**src/rtl/discrete_distribution_sampler_macros.svh**
```systemverilog
// Assertion macros shared by the sampler RTL.
// DDS_ASSERT checks a property on every clock edge outside reset.
// DDS_ASSERT_ANY checks a property on every clock edge, reset included.
`ifndef DISCRETE_DISTRIBUTION_SAMPLER_MACROS_SVH
`define DISCRETE_DISTRIBUTION_SAMPLER_MACROS_SVH

`ifndef SYNTH

`define DDS_ASSERT(lbl, clk, rst, prop, msg) \
   lbl: assert property (@(posedge clk) disable iff (rst) prop) else $error(msg);

`define DDS_ASSERT_ANY(lbl, clk, prop, msg) \
   lbl: assert property (@(posedge clk) prop) else $error(msg);

`else

`define DDS_ASSERT(lbl, clk, rst, prop, msg)

`define DDS_ASSERT_ANY(lbl, clk, prop, msg)

`endif

`endif

```
**src/rtl/dds_pkg.sv**
```systemverilog
package dds_pkg;

   // Field widths fixed by the transaction formats.
   localparam int CMD_W    = 2;
   localparam int INDEX_W  = 6;
   localparam int SPAN_W   = 7;
   localparam int WEIGHT_W = 16;
   localparam int FRAC_W   = 16;
   localparam int SIZE_W   = 7;

   typedef enum logic [CMD_W-1:0] {
      CMD_WRITE  = 2'd0,
      CMD_MASK   = 2'd1,
      CMD_SAMPLE = 2'd2,
      CMD_MAX    = 2'd3
   } cmd_type;

   typedef enum logic [1:0] {
      ST_CLEAR,
      ST_IDLE,
      ST_WALK,
      ST_FINISH
   } state_type;

endpackage

```
**src/rtl/dds_intf.sv**
```systemverilog
interface dds_req_if;
   import dds_pkg::*;

   logic                valid;
   logic                ready;
   logic [CMD_W-1:0]    command;
   logic [INDEX_W-1:0]  position;
   logic [SPAN_W-1:0]   span_length;
   logic [WEIGHT_W-1:0] weight;
   logic [FRAC_W-1:0]   uniform_fraction;

   modport source (
      output valid, command, position, span_length, weight, uniform_fraction,
      input  ready
   );
   modport sink (
      input  valid, command, position, span_length, weight, uniform_fraction,
      output ready
   );
endinterface

interface dds_rsp_if;
   import dds_pkg::*;

   logic               valid;
   logic               ready;
   logic [INDEX_W-1:0] chosen_index;
   logic               empty_res;

   modport source (
      output valid, chosen_index, empty_res,
      input  ready
   );
   modport sink (
      input  valid, chosen_index, empty_res,
      output ready
   );
endinterface

interface dds_csr_if;
   import dds_pkg::*;

   logic              valid;
   logic              ready;
   logic [SIZE_W-1:0] size_in_use;

   modport source (
      output valid, size_in_use,
      input  ready
   );
   modport sink (
      input  valid, size_in_use,
      output ready
   );
endinterface

```
**src/rtl/dds_ram.sv**
```systemverilog
module dds_ram #(
   parameter int WIDTH = 16,
   parameter int DEPTH = 64
) (
   input  logic                     clock,
   input  logic                     we,
   input  logic [$clog2(DEPTH)-1:0] waddr,
   input  logic [WIDTH-1:0]         wdata,
   input  logic [$clog2(DEPTH)-1:0] raddr,
   output logic [WIDTH-1:0]         rdata
);

   logic [WIDTH-1:0] mem_ff [DEPTH];
   logic [WIDTH-1:0] rdata_ff;

   // Read returns the contents before a write in the same cycle.
   always_ff @(posedge clock) begin
      if (we) begin
         mem_ff[waddr] <= wdata;
      end
      rdata_ff <= mem_ff[raddr];
   end

   assign rdata = rdata_ff;

endmodule

```
**src/rtl/discrete_distribution_sampler.sv**
```systemverilog
// Channel   Direction  Transaction contents
// req_ch    in         command, position, span_length, weight, uniform_fraction
// rsp_ch    out        chosen_index, empty_res
// csr_ch    in         size_in_use
//
// A request walks the table one entry per cycle, set by the single read port of the weight
// memory. The response is loaded in the finish state after the walk, and the next request
// can be taken in the idle state that follows. A sample ends early at its hit, and sample or
// max on an empty distribution skips the walk and goes straight to the finish state.
// After reset a clearing pass zeroes all ENTRIES entries, one per cycle; requests wait, size_in_use
// writes are taken. A size_in_use write in idle blocks requests while the total is summed again.
// A response waiting on rsp_ch holds the next request in its finish state.
`include "discrete_distribution_sampler_macros.svh"

module discrete_distribution_sampler #(
   parameter int ENTRIES = 64
) (
   input  logic       clock,
   input  logic       reset,
   dds_req_if.sink    req_ch,
   dds_rsp_if.source  rsp_ch,
   dds_csr_if.sink    csr_ch
);
   import dds_pkg::*;

   // Widths derived from the table depth.
   localparam int IDX_W  = $clog2(ENTRIES);
   localparam int CNT_W  = $clog2(ENTRIES + 1);
   localparam int TOT_W  = WEIGHT_W + IDX_W;
   localparam int PROD_W = TOT_W + FRAC_W;
   localparam int RNG_W  = (CNT_W > SPAN_W + 1) ? CNT_W : SPAN_W + 1;
   localparam int SZX_W  = (CNT_W > SIZE_W) ? CNT_W : SIZE_W;
   localparam int RESET_SIZE = (64 > ENTRIES) ? ENTRIES : 64;

   // Control state.
   state_type           state_ff, state_in;
   logic [CNT_W-1:0]    iss_ff, iss_in;
   logic                cmp_vld_ff, cmp_vld_in;
   logic                cfg_walk_ff, cfg_walk_in;
   logic [CNT_W-1:0]    size_ff, size_in;
   logic [TOT_W-1:0]    total_ff, total_in;
   logic                rsp_valid_ff, rsp_valid_in;

   // Per-request payload.
   cmd_type             cmd_ff, cmd_in;
   logic [INDEX_W-1:0]  pos_ff, pos_in;
   logic [RNG_W-1:0]    mask_lo_ff, mask_lo_in;
   logic [RNG_W-1:0]    mask_hi_ff, mask_hi_in;
   logic [PROD_W-1:0]   rhs_ff, rhs_in;
   logic [TOT_W-1:0]    sum_ff, sum_in;
   logic [WEIGHT_W-1:0] best_ff, best_in;
   logic [IDX_W-1:0]    res_idx_ff, res_idx_in;
   logic [IDX_W-1:0]    cmp_idx_ff, cmp_idx_in;
   logic                cmp_zero_ff, cmp_zero_in;
   logic [INDEX_W-1:0]  rsp_idx_ff, rsp_idx_in;
   logic                rsp_empty_ff, rsp_empty_in;

   // Weight memory ports.
   logic                mem_we;
   logic [IDX_W-1:0]    mem_waddr;
   logic [WEIGHT_W-1:0] mem_wdata;
   logic [IDX_W-1:0]    mem_raddr;
   logic [WEIGHT_W-1:0] mem_rdata;

   // Combinational helpers.
   logic                req_fire, csr_fire, rsp_fire;
   cmd_type             req_cmd;
   logic                search_cmd;
   logic [SZX_W-1:0]    csr_ext;
   logic [CNT_W-1:0]    csr_eff;
   logic [IDX_W-1:0]    iss_idx;
   logic                issue, in_range, hit, walk_end, rsp_load, sum_walk;
   logic [WEIGHT_W-1:0] data_w;
   logic [TOT_W-1:0]    cum;
   logic [PROD_W-1:0]   lhs;

   dds_ram #(
      .WIDTH (WEIGHT_W),
      .DEPTH (ENTRIES)
   ) u_weights (
      .clock (clock),
      .we    (mem_we),
      .waddr (mem_waddr),
      .wdata (mem_wdata),
      .raddr (mem_raddr),
      .rdata (mem_rdata)
   );

   // Handshakes. Configuration wins over a request offered in the same cycle.
   assign req_ch.ready = (state_ff == ST_IDLE) && !csr_ch.valid;
   assign csr_ch.ready = (state_ff == ST_IDLE) || (state_ff == ST_CLEAR);
   assign req_fire     = req_ch.valid && req_ch.ready;
   assign csr_fire     = csr_ch.valid && csr_ch.ready;
   assign rsp_fire     = rsp_ch.valid && rsp_ch.ready;

   assign rsp_ch.valid        = rsp_valid_ff;
   assign rsp_ch.chosen_index = rsp_idx_ff;
   assign rsp_ch.empty_res    = rsp_empty_ff;

   assign req_cmd    = cmd_type'(req_ch.command);
   assign search_cmd = (req_cmd == CMD_SAMPLE) || (req_cmd == CMD_MAX);

   // A size of zero behaves as one, and sizes past the table behave as the table.
   assign csr_ext = SZX_W'(csr_ch.size_in_use);
   always_comb begin
      if (csr_ext == '0) begin
         csr_eff = CNT_W'(1);
      end else if (csr_ext > SZX_W'(ENTRIES)) begin
         csr_eff = CNT_W'(ENTRIES);
      end else begin
         csr_eff = CNT_W'(csr_ext);
      end
   end

   // The walk issues one read per cycle at iss_ff; the data comes back in the next cycle,
   // when cmp_idx_ff names the entry and cmp_zero_ff says it was masked on the way.
   assign iss_idx  = IDX_W'(iss_ff);
   assign issue    = (state_ff == ST_WALK) && (iss_ff < size_ff);
   assign in_range = (cmd_ff == CMD_MASK) && !cfg_walk_ff
                     && (RNG_W'(iss_ff) >= mask_lo_ff) && (RNG_W'(iss_ff) < mask_hi_ff);
   assign data_w   = cmp_zero_ff ? '0 : mem_rdata;
   assign cum      = sum_ff + TOT_W'(data_w);
   // Cumulative weight scaled by the fraction range, compared against
   // fraction times total: an exact form of cum / total >= fraction.
   assign lhs      = {cum, {FRAC_W{1'b0}}};
   assign sum_walk = cfg_walk_ff || (cmd_ff == CMD_WRITE) || (cmd_ff == CMD_MASK);

   always_comb begin : next_state
      state_in = state_ff;
      case (state_ff)
         ST_CLEAR: begin
            if (iss_ff == CNT_W'(ENTRIES - 1)) begin
               state_in = ST_IDLE;
            end
         end
         ST_IDLE: begin
            if (csr_fire) begin
               state_in = ST_WALK;
            end else if (req_fire) begin
               // Sample and max on an empty distribution need no walk.
               state_in = (search_cmd && (total_ff == '0)) ? ST_FINISH : ST_WALK;
            end
         end
         ST_WALK: begin
            if (hit || walk_end) begin
               state_in = ST_FINISH;
            end
         end
         ST_FINISH: begin
            if (cfg_walk_ff || !rsp_valid_ff || rsp_ch.ready) begin
               state_in = ST_IDLE;
            end
         end
         default: begin
            state_in = ST_CLEAR;
         end
      endcase
   end

   always_comb begin : datapath
      iss_in       = iss_ff;
      cmp_vld_in   = cmp_vld_ff;
      cfg_walk_in  = cfg_walk_ff;
      size_in      = size_ff;
      total_in     = total_ff;
      cmd_in       = cmd_ff;
      pos_in       = pos_ff;
      mask_lo_in   = mask_lo_ff;
      mask_hi_in   = mask_hi_ff;
      rhs_in       = rhs_ff;
      sum_in       = sum_ff;
      best_in      = best_ff;
      res_idx_in   = res_idx_ff;
      cmp_idx_in   = cmp_idx_ff;
      cmp_zero_in  = cmp_zero_ff;
      rsp_idx_in   = rsp_idx_ff;
      rsp_empty_in = rsp_empty_ff;
      mem_we       = 1'b0;
      mem_waddr    = iss_idx;
      mem_wdata    = '0;
      mem_raddr    = iss_idx;
      hit          = 1'b0;
      walk_end     = 1'b0;
      rsp_load     = 1'b0;

      case (state_ff)
         ST_CLEAR: begin
            // Zero one entry per cycle; the total is already zero.
            mem_we = 1'b1;
            iss_in = iss_ff + CNT_W'(1);
            if (csr_fire) begin
               size_in = csr_eff;
            end
         end
         ST_IDLE: begin
            iss_in     = '0;
            sum_in     = '0;
            cmp_vld_in = 1'b0;
            if (csr_fire) begin
               // A new size means a new total: walk the table and sum it.
               size_in     = csr_eff;
               cfg_walk_in = 1'b1;
               cmd_in      = CMD_WRITE;
            end else if (req_fire) begin
               cfg_walk_in = 1'b0;
               cmd_in      = req_cmd;
               pos_in      = req_ch.position;
               mask_lo_in  = RNG_W'(req_ch.position);
               mask_hi_in  = RNG_W'(req_ch.position) + RNG_W'(req_ch.span_length);
               rhs_in      = PROD_W'(req_ch.uniform_fraction) * PROD_W'(total_ff);
               best_in     = '0;
               res_idx_in  = (req_cmd == CMD_SAMPLE) ? IDX_W'(size_ff - CNT_W'(1)) : '0;
               // The weight is stored here; the walk that follows resums the total.
               if ((req_cmd == CMD_WRITE)
                   && (RNG_W'(req_ch.position) < RNG_W'(ENTRIES))) begin
                  mem_we    = 1'b1;
                  mem_waddr = IDX_W'(req_ch.position);
                  mem_wdata = req_ch.weight;
               end
            end
         end
         ST_WALK: begin
            cmp_vld_in  = issue;
            cmp_idx_in  = iss_idx;
            cmp_zero_in = in_range;
            if (issue) begin
               iss_in = iss_ff + CNT_W'(1);
               if (in_range) begin
                  mem_we = 1'b1;
               end
            end
            if (cmp_vld_ff) begin
               sum_in = cum;
               if ((cmd_ff == CMD_SAMPLE) && (lhs >= rhs_ff)) begin
                  hit        = 1'b1;
                  res_idx_in = cmp_idx_ff;
               end
               // Strict compare keeps the first index of the largest weight.
               if ((cmd_ff == CMD_MAX) && (best_ff < data_w)) begin
                  best_in    = data_w;
                  res_idx_in = cmp_idx_ff;
               end
            end
            walk_end = !issue && !cmp_vld_ff;
            if (walk_end && sum_walk) begin
               total_in = sum_ff;
            end
         end
         ST_FINISH: begin
            if (!cfg_walk_ff && (!rsp_valid_ff || rsp_ch.ready)) begin
               rsp_load     = 1'b1;
               rsp_empty_in = (total_ff == '0);
               if ((cmd_ff == CMD_WRITE) || (cmd_ff == CMD_MASK)) begin
                  rsp_idx_in = pos_ff;
               end else if (total_ff == '0) begin
                  rsp_idx_in = '0;
               end else begin
                  rsp_idx_in = INDEX_W'(res_idx_ff);
               end
            end
         end
         default: begin
         end
      endcase

      if (rsp_load) begin
         rsp_valid_in = 1'b1;
      end else if (rsp_fire) begin
         rsp_valid_in = 1'b0;
      end else begin
         rsp_valid_in = rsp_valid_ff;
      end
   end

   always_ff @(posedge clock) begin
      if (reset) begin
         state_ff     <= ST_CLEAR;
         iss_ff       <= '0;
         cmp_vld_ff   <= 1'b0;
         cfg_walk_ff  <= 1'b0;
         size_ff      <= CNT_W'(RESET_SIZE);
         total_ff     <= '0;
         rsp_valid_ff <= 1'b0;
      end else begin
         state_ff     <= state_in;
         iss_ff       <= iss_in;
         cmp_vld_ff   <= cmp_vld_in;
         cfg_walk_ff  <= cfg_walk_in;
         size_ff      <= size_in;
         total_ff     <= total_in;
         rsp_valid_ff <= rsp_valid_in;
      end
   end

   always_ff @(posedge clock) begin
      cmd_ff       <= cmd_in;
      pos_ff       <= pos_in;
      mask_lo_ff   <= mask_lo_in;
      mask_hi_ff   <= mask_hi_in;
      rhs_ff       <= rhs_in;
      sum_ff       <= sum_in;
      best_ff      <= best_in;
      res_idx_ff   <= res_idx_in;
      cmp_idx_ff   <= cmp_idx_in;
      cmp_zero_ff  <= cmp_zero_in;
      rsp_idx_ff   <= rsp_idx_in;
      rsp_empty_ff <= rsp_empty_in;
   end

   // Sample and max walks only read the table.
   `DDS_ASSERT(a_search_read_only, clock, reset,
      (state_ff == ST_WALK && !cfg_walk_ff && (cmd_ff == CMD_SAMPLE || cmd_ff == CMD_MAX))
      |-> !mem_we, "table written during a search walk")
   // A sampled index always lies inside the distribution.
   `DDS_ASSERT(a_sample_in_size, clock, reset,
      (rsp_load && cmd_ff == CMD_SAMPLE) |-> (CNT_W'(res_idx_ff) < size_ff),
      "sampled index beyond size in use")
   // A response appears only out of the finish state.
   `DDS_ASSERT(a_rsp_from_finish, clock, reset,
      $rose(rsp_valid_ff) |-> $past(state_ff == ST_FINISH),
      "response raised outside finish")
   // Reset always restarts the clearing pass with no response pending.
   `DDS_ASSERT_ANY(a_reset_clears, clock,
      reset |=> (state_ff == ST_CLEAR && !rsp_valid_ff && iss_ff == '0),
      "reset did not restart clearing")

endmodule
```
**src/flat_wrapper.sv**
```systemverilog
// flat-port wrapper written by rule: the top's interface ports become plain ports
module discrete_distribution_sampler_flat import dds_pkg::*;
#(
   parameter int ENTRIES = 64
)
  (clock, reset, req_ch_valid, req_ch_command, req_ch_position, req_ch_span_length, req_ch_weight, req_ch_uniform_fraction, req_ch_ready, rsp_ch_valid, rsp_ch_chosen_index, rsp_ch_empty_res, rsp_ch_ready, csr_ch_valid, csr_ch_size_in_use, csr_ch_ready);
  dds_req_if req_ch_i ();
  dds_rsp_if rsp_ch_i ();
  dds_csr_if csr_ch_i ();
  input  logic clock;
  input  logic reset;
  input wire logic [$bits(req_ch_i.valid)-1:0] req_ch_valid;
  input wire logic [$bits(req_ch_i.command)-1:0] req_ch_command;
  input wire logic [$bits(req_ch_i.position)-1:0] req_ch_position;
  input wire logic [$bits(req_ch_i.span_length)-1:0] req_ch_span_length;
  input wire logic [$bits(req_ch_i.weight)-1:0] req_ch_weight;
  input wire logic [$bits(req_ch_i.uniform_fraction)-1:0] req_ch_uniform_fraction;
  output wire logic [$bits(req_ch_i.ready)-1:0] req_ch_ready;
  output wire logic [$bits(rsp_ch_i.valid)-1:0] rsp_ch_valid;
  output wire logic [$bits(rsp_ch_i.chosen_index)-1:0] rsp_ch_chosen_index;
  output wire logic [$bits(rsp_ch_i.empty_res)-1:0] rsp_ch_empty_res;
  input wire logic [$bits(rsp_ch_i.ready)-1:0] rsp_ch_ready;
  input wire logic [$bits(csr_ch_i.valid)-1:0] csr_ch_valid;
  input wire logic [$bits(csr_ch_i.size_in_use)-1:0] csr_ch_size_in_use;
  output wire logic [$bits(csr_ch_i.ready)-1:0] csr_ch_ready;
  assign req_ch_i.valid = req_ch_valid;
  assign req_ch_i.command = req_ch_command;
  assign req_ch_i.position = req_ch_position;
  assign req_ch_i.span_length = req_ch_span_length;
  assign req_ch_i.weight = req_ch_weight;
  assign req_ch_i.uniform_fraction = req_ch_uniform_fraction;
  assign req_ch_ready = req_ch_i.ready;
  assign rsp_ch_valid = rsp_ch_i.valid;
  assign rsp_ch_chosen_index = rsp_ch_i.chosen_index;
  assign rsp_ch_empty_res = rsp_ch_i.empty_res;
  assign rsp_ch_i.ready = rsp_ch_ready;
  assign csr_ch_i.valid = csr_ch_valid;
  assign csr_ch_i.size_in_use = csr_ch_size_in_use;
  assign csr_ch_ready = csr_ch_i.ready;
  discrete_distribution_sampler #(.ENTRIES(ENTRIES)) u_core (.clock(clock), .reset(reset), .req_ch(req_ch_i), .rsp_ch(rsp_ch_i), .csr_ch(csr_ch_i));
endmodule
```
**config.mk**
```make
export PLATFORM = sky130hd
export DESIGN_NAME = discrete_distribution_sampler_flat
export DESIGN_NICKNAME = d
export VERILOG_FILES = /design/src/rtl/dds_pkg.sv /design/src/rtl/dds_intf.sv /design/src/rtl/dds_ram.sv /design/src/rtl/discrete_distribution_sampler.sv /design/src/flat_wrapper.sv
export VERILOG_INCLUDE_DIRS = /design/src /design/src/rtl
export SDC_FILE = /design/constraint.sdc
export NUM_CORES = 2
export LEC_CHECK = 0
export CAP_MARGIN = 5
export CORE_ASPECT_RATIO = 0.9
export CORE_MARGIN = 10
export CORE_UTILIZATION = 42
export DETAILED_ROUTE_END_ITERATION = 12
export DONT_BUFFER_PORTS = 1
export SLEW_MARGIN = 20
export SYNTH_ARGS = -nofsm -noshare
export SYNTH_HDL_FRONTEND = slang
export SYNTH_HIERARCHICAL = 1
export SYNTH_SLANG_ARGS = --single-unit
```
**constraint.sdc**
```tcl
create_clock -name clock -period 8.95 [get_ports clock]
set_input_delay 1.79 -clock clock [delete_from_list [all_inputs] [get_ports clock]]
set_output_delay 1.79 -clock clock [all_outputs]
set_load 0.05 [all_outputs]
```
After elaboration in Yosys (flattened, before gate mapping) --
Memories as Yosys holds them, arrays and structs flattened. A register that Yosys moved wholly into a read port is not among the register bits. Cells that the tools add are included.
Word-level totals: flip-flop bits (word level) 153, RAM bits 1024, input bits 59, output and inout bits 10, word-level logic and storage cells 154, memories kept 1
Operators by class: $add $sub $neg 4, $mul 1, order comparisons 6, eq/ne operators 19, mux-type cells 56, bitwise logic cells 1, reduce and logical (&&, ||, !) cells 48
Memory list:
- u_core.u_weights.mem_ff | depth 64, bits a word 16, rd ports 1, clocked after Yosys merged registers in 1, wr ports 1, RTL line dds_ram.sv:13 | logic [WIDTH-1:0] mem_ff [DEPTH];
Operators by type and width (number):
- 16-bit 2-to-1 mux | 9
- 6-bit 2-to-1 mux | 12
- 22-bit case mux with 2 select lines | 1
- 38-bit >= comparator | 1
- 16-bit by 22-bit multiplier with 38-bit output | 1
- 16-bit case mux with 2 select lines | 1
- 22-bit by 16-bit adder with 22-bit output | 1
- 22-bit zero test | 1
- 22-bit 2-to-1 mux | 1
- 7-bit 2-to-1 mux | 3
- 7-bit case mux with 3 select lines | 1
- 1-bit 2-to-1 mux | 18
- 16-bit less-than comparator | 1
- 1-bit logical AND | 14
- 2-bit equality test, second input constant | 6
- 2-bit 2-to-1 mux | 6
- 6-bit case mux with 2 select lines | 1
- 2-bit AND reduction | 6
- 5-bit AND reduction | 2
- 1-bit logical OR | 9
- 6-bit by 7-bit adder with 8-bit output | 1
- 7-bit by 8-bit less-than comparator with 1-bit output | 1
- 2-bit by 1-bit inequality test with 1-bit output, second input constant | 4
- 2-bit inequality test, second input constant | 4
- 21 further kinds | 30

Logic depth before layout (Yosys ltp) --
depth in word-level cells 10, gate-level depth with buffers 25, mapped depth without buffers 23

By module --
The synthesis kept the hierarchy.
Modules (own cells, without submodules):
- dds_ram | times used 1, cells each 1829, area each 40075.9 µm², seq. area each 31069.8 µm²
- discrete_distribution_sampler | times used 1, cells each 2080, area each 19730.2 µm², seq. area each 4184.0 µm²

Least setup slack after synthesis --
No wires, ideal clock.
path kind input port to flip-flop, start point input req_ch_uniform_fraction[1], end point register u_core.rhs_ff[34] (data pin), setup time 0.260 ns, data arrival time 7.217 ns, required time 8.690 ns, setup slack 1.474 ns, stages on the path 23, path buffers 1, cells stage by stage clkbuf_1 > nand2_1 > fa_1 > inv_1 > fa_1 > inv_1 > fa_1 > inv_1 > fa_1 > fa_1 > inv_1 > fa_1 > inv_1 > ha_1 > a21o_1 > a21oi_1 > o221ai_1 > a211oi_1 > o31ai_2 > and3_4 > a311oi_2 > o21ai_2 > xor2_1
On the way: word-level cells in the longest chain between the ends 1
Ends and longest elaborated chain:
- start, declared | RTL line flat_wrapper.sv:17 | input wire logic [$bits(req_ch_i.uniform_fraction)-1:0] req_ch_uniform_fraction;
- 16-bit by 22-bit multiplier with 38-bit output | RTL line discrete_distribution_sampler.sv:210 | rhs_in = PROD_W'(req_ch.uniform_fraction) * PROD_W'(total_ff);
- end signal, assigned | RTL line discrete_distribution_sampler.sv:300 | rhs_ff <= rhs_in;
- end, declared | RTL line discrete_distribution_sampler.sv:49 | logic [PROD_W-1:0] rhs_ff, rhs_in;
No other way between the ends. A chain may end at the register's enable or synchronous reset.

Worst setup path after layout --
start point input req_ch_uniform_fraction[2], end point register u_core.rhs_ff[34] (data pin)
Same word-level chain as after synthesis.

==> reports/qor.yml <==
route:
  firstDrtPassIters: 5
  vias: 32200
  drcViolationCount: 0
  wl_mm: 141
  vias_per_cell: 5.43
  drt-initial-drc-count: 2697
  wire_per_inst_um: 23.8
  ant_nets: 0
logic_synthesis:
  synth-async-reset-ratio: 0
  syn_nets: 4442
  synth-seq-cells: 1193
  synth_warnings: 6
  synthCells: 3909
  synth_cell_types: 96
  synthFlopType: "edfxtp_1"
  syn_area_um2: 59800
  syn_area_per_cell_um2: 15.3
  synth-edff-count: 1136
  ys_seq_area_frac: 0.589
worst_setup_path:
  max_stage_delay_ns: 0.56
  worstSetupPathType: "in -> reg"
  cp_top_family: "adder cells"
  critPathCaptureType: "flip-flop"
  cp_data_arrival_time_ns: 7.42
  crit_path_start_kind: "input port"
  slowest_stage: "fa_1"
  path_max_fanout: 22
  critPathMostFrequentCell: "fa_1"
  required_ns: 9.39
  crit_buf_inv: 5
  crit_chain: "nand2_1 > fa_1 > inv_1 > fa_1 > inv_1 > fa_1 > inv_1 > fa_1 > fa_1 > inv_1 > fa_1 > inv_1 > ha_1 > a21o_1 > a21oi_1 > o221ai_1 > a211oi_1 > o31ai_2 > and3_4 > a311oi_2 > o21ai_2 > xor2_1"
timing:
  slew_violations: 0
  tightest_slew_ns: 1.12
  slew_headroom: 0.256
  rsz0062_at_grt: "no"
  max_freq_mhz: 143
  worst_clock_skew_ns: 0.0324
  setup-violations-final: 0
  fin_crit_ns: 6.97
  final_hold_viol_count: 0
  post-route-period-util: 0.779
  tns_ns: 0
clock_network:
  path_clk_slew_ns: 0.06
  cts_tree: "yes"
  cts_setup_buffers: 0
  cts_num_sinks: 1193
  cts_root_buffer: "clkbuf_16"
  cts.repair.resized: 0
  htreeDepth: 3
  cts_made_buffers: 121
  holdBufCountCts: 0
  clock_path_buffers: 3
  clkLatencyLatePin_ns: 0.70
die:
  row_count: 131
  die_width_um: 418
  core-area_um2: 142000
  start_util: 0.422
  pin_count: 69
  die_h_um: 378
  die-area_um2: 158000
finish:
  drive_above_1_share: 0.151
  postLayoutCellArea_um2: 66000
  layout_commonest_cell: "edfxtp_1"
  fillers: 12300
  layout_common_cells: "edfxtp_1 (1136), inv_1 (401), nand2_1 (312), fa_1 (280), mux4_2 (219)"
  antennaDiodeCount: 0
  final_net_count: 4500
  areaGrowthSynthToFinish_pct: 10.3
hold_path:
  hold_class: "reg -> reg"
global_routing:
  antenna_found_initial: 2
  overflow: 0
  first_global_vias: 33300
  grt_use_total: 0.179
  grt_max_degree: 111
  grt_pass1_wl_mm: 215
place:
  place.gp.congestion: 0.843
  placed_area_um2: 62000
  portBuffers: 0
  dp_hpwl_mm: 90.4
power_and_ir_drop:
  seqPwrFrac: 0.422
  power.density_nw_per_um2: 240
  swShare: 0.300
  p_switching_mw: 4.75
  p_comb_frac: 0.264
  p_int_mw: 11.1
  ir_drop_mv: 0.189
  pwr-share-clk: 0.314
  leakage_nw: 24.9
run:
  max_cap_viol_count: 0
status:
  status: "complete, no violations"
-- worst register-to-register path, stage by stage (launching register included) --
cell and delay [ns]:
dfxtp_1 1.00, nand2_1 0.20, fa_1 0.55, fa_1 0.52, fa_1 0.52, inv_1 0.06, fa_1 0.50, fa_1 0.51
inv_1 0.05, fa_1 0.47, inv_1 0.05, ha_1 0.35, a21o_1 0.20, a21oi_1 0.14, o221ai_1 0.18, a211oi_1 0.33
o31ai_2 0.18, and3_4 0.23, a311oi_2 0.34, o21ai_2 0.09, xor2_1 0.15
-- synthesized netlist by cell type (57+ instances only) --
cell / n / area [um^2]
inv_1: 401 / 1510
nand2_1: 312 / 1170
clkbuf_1: 97 / 364
a21oi_1: 83 / 415
mux4_2: 219 / 4930
and2_1: 189 / 1180
ha_1: 194 / 2430
fa_1: 280 / 5610
mux2i_1: 108 / 1080
dfxtp_1: 57 / 1140
edfxtp_1: 1136 / 34100
nor2_1: 172 / 646
-- worst paths after layout --
kind / cells after the start / to / from / slack (ns)
min reg2reg: 2 / u_core/total_ff[10] / u_core/total_ff[10] / 0.50
max reg2reg: 20 / u_core/rhs_ff[34] / u_core/total_ff[17] / 2.10
max: 22 / u_core/rhs_ff[34] / req_ch_uniform_fraction[2] / 1.98
min: 2 / u_core/total_ff[10] / u_core/total_ff[10] / 0.50
-- logic make-up (layout without fill, tap and decap cells) --
logic type,Yosys count,count (layout),synth area share
flops,1193,1193,0.589
simple gates,871,871,0.0716
buf+inv,589,750,0.0435
fa+ha+maj,474,474,0.134
mux,365,365,0.109
compound gates,351,351,0.0425
xor+xnor,66,66,0.00967
-- power groups by stage --
stage	Clock (mW)	Combinational (mW)	Sequential, mW
floorplan	0	3.18	6.65
global placement	0	4.18	6.78
global route	5.30	4.61	6.69
detailed placement	0	4.19	6.79
CTS	5.07	4.24	6.67
finish	4.97	4.17	6.67
-- metrics by stage --
step	hold slack (ns)	std cells	setup WS, ns	util	total power, mW
2_1_floorplan	0.457	3909	1.47	-	9.83
3_3_place_gp	0.473	5706	1.31	0.438	11.0
3_5_place_dp	0.493	5706	1.29	0.438	11.0
4_1_cts	0.508	5932	2.03	0.466	16.0
5_1_grt	0.534	5932	1.78	0.466	16.6
6_report	0.502	5932	1.98	0.466	15.8
-- routing by layer --
metal / GRT usage / wire [um] / vias to the layer above
met5: 0 / 0 / -
met4: 0.0473 / 3330 / 0
met3: 0.0220 / 7960 / 191
met2: 0.291 / 67300 / 890
met1: 0.254 / 62800 / 16800
li1: - / - / 14300
-- final cells by class --
class	instances	area [um^2]	area share
Clock inverter	75	676	0.0102
Multi-Input combinational cell	2127	22000	0.333
Clock buffer	151	3250	0.0493
Tap cell	1862	2330	0.0353
Sequential cell	1193	35300	0.535
Inverter	401	1510	0.0228
Timing Repair Buffer	123	948	0.0144
-- sequential cells by signal, summed over array words and instances, names as in the netlist --
signal                      cells
u_core/u_weights/mem_ff      1024
u_core/rhs_ff                  38
u_core/sum_ff                  22
u_core/total_ff                22
u_core/best_ff                 16
u_core/u_weights/rdata         16
u_core/mask_hi_ff               8
u_core/iss_ff                   7
u_core/size_ff                  7
u_core/cmp_idx_ff               6
u_core/mask_lo_ff               6
u_core/res_idx_ff               6
u_core/rsp_ch.chosen_index      6
u_core/cmd_ff                   2
u_core/state_ff                 2
u_core/cfg_walk_ff              1
u_core/cmp_vld_ff               1
u_core/cmp_zero_ff              1
u_core/rsp_ch.empty_res         1
u_core/rsp_ch.valid             1
(Power assumes the default switching activity.)
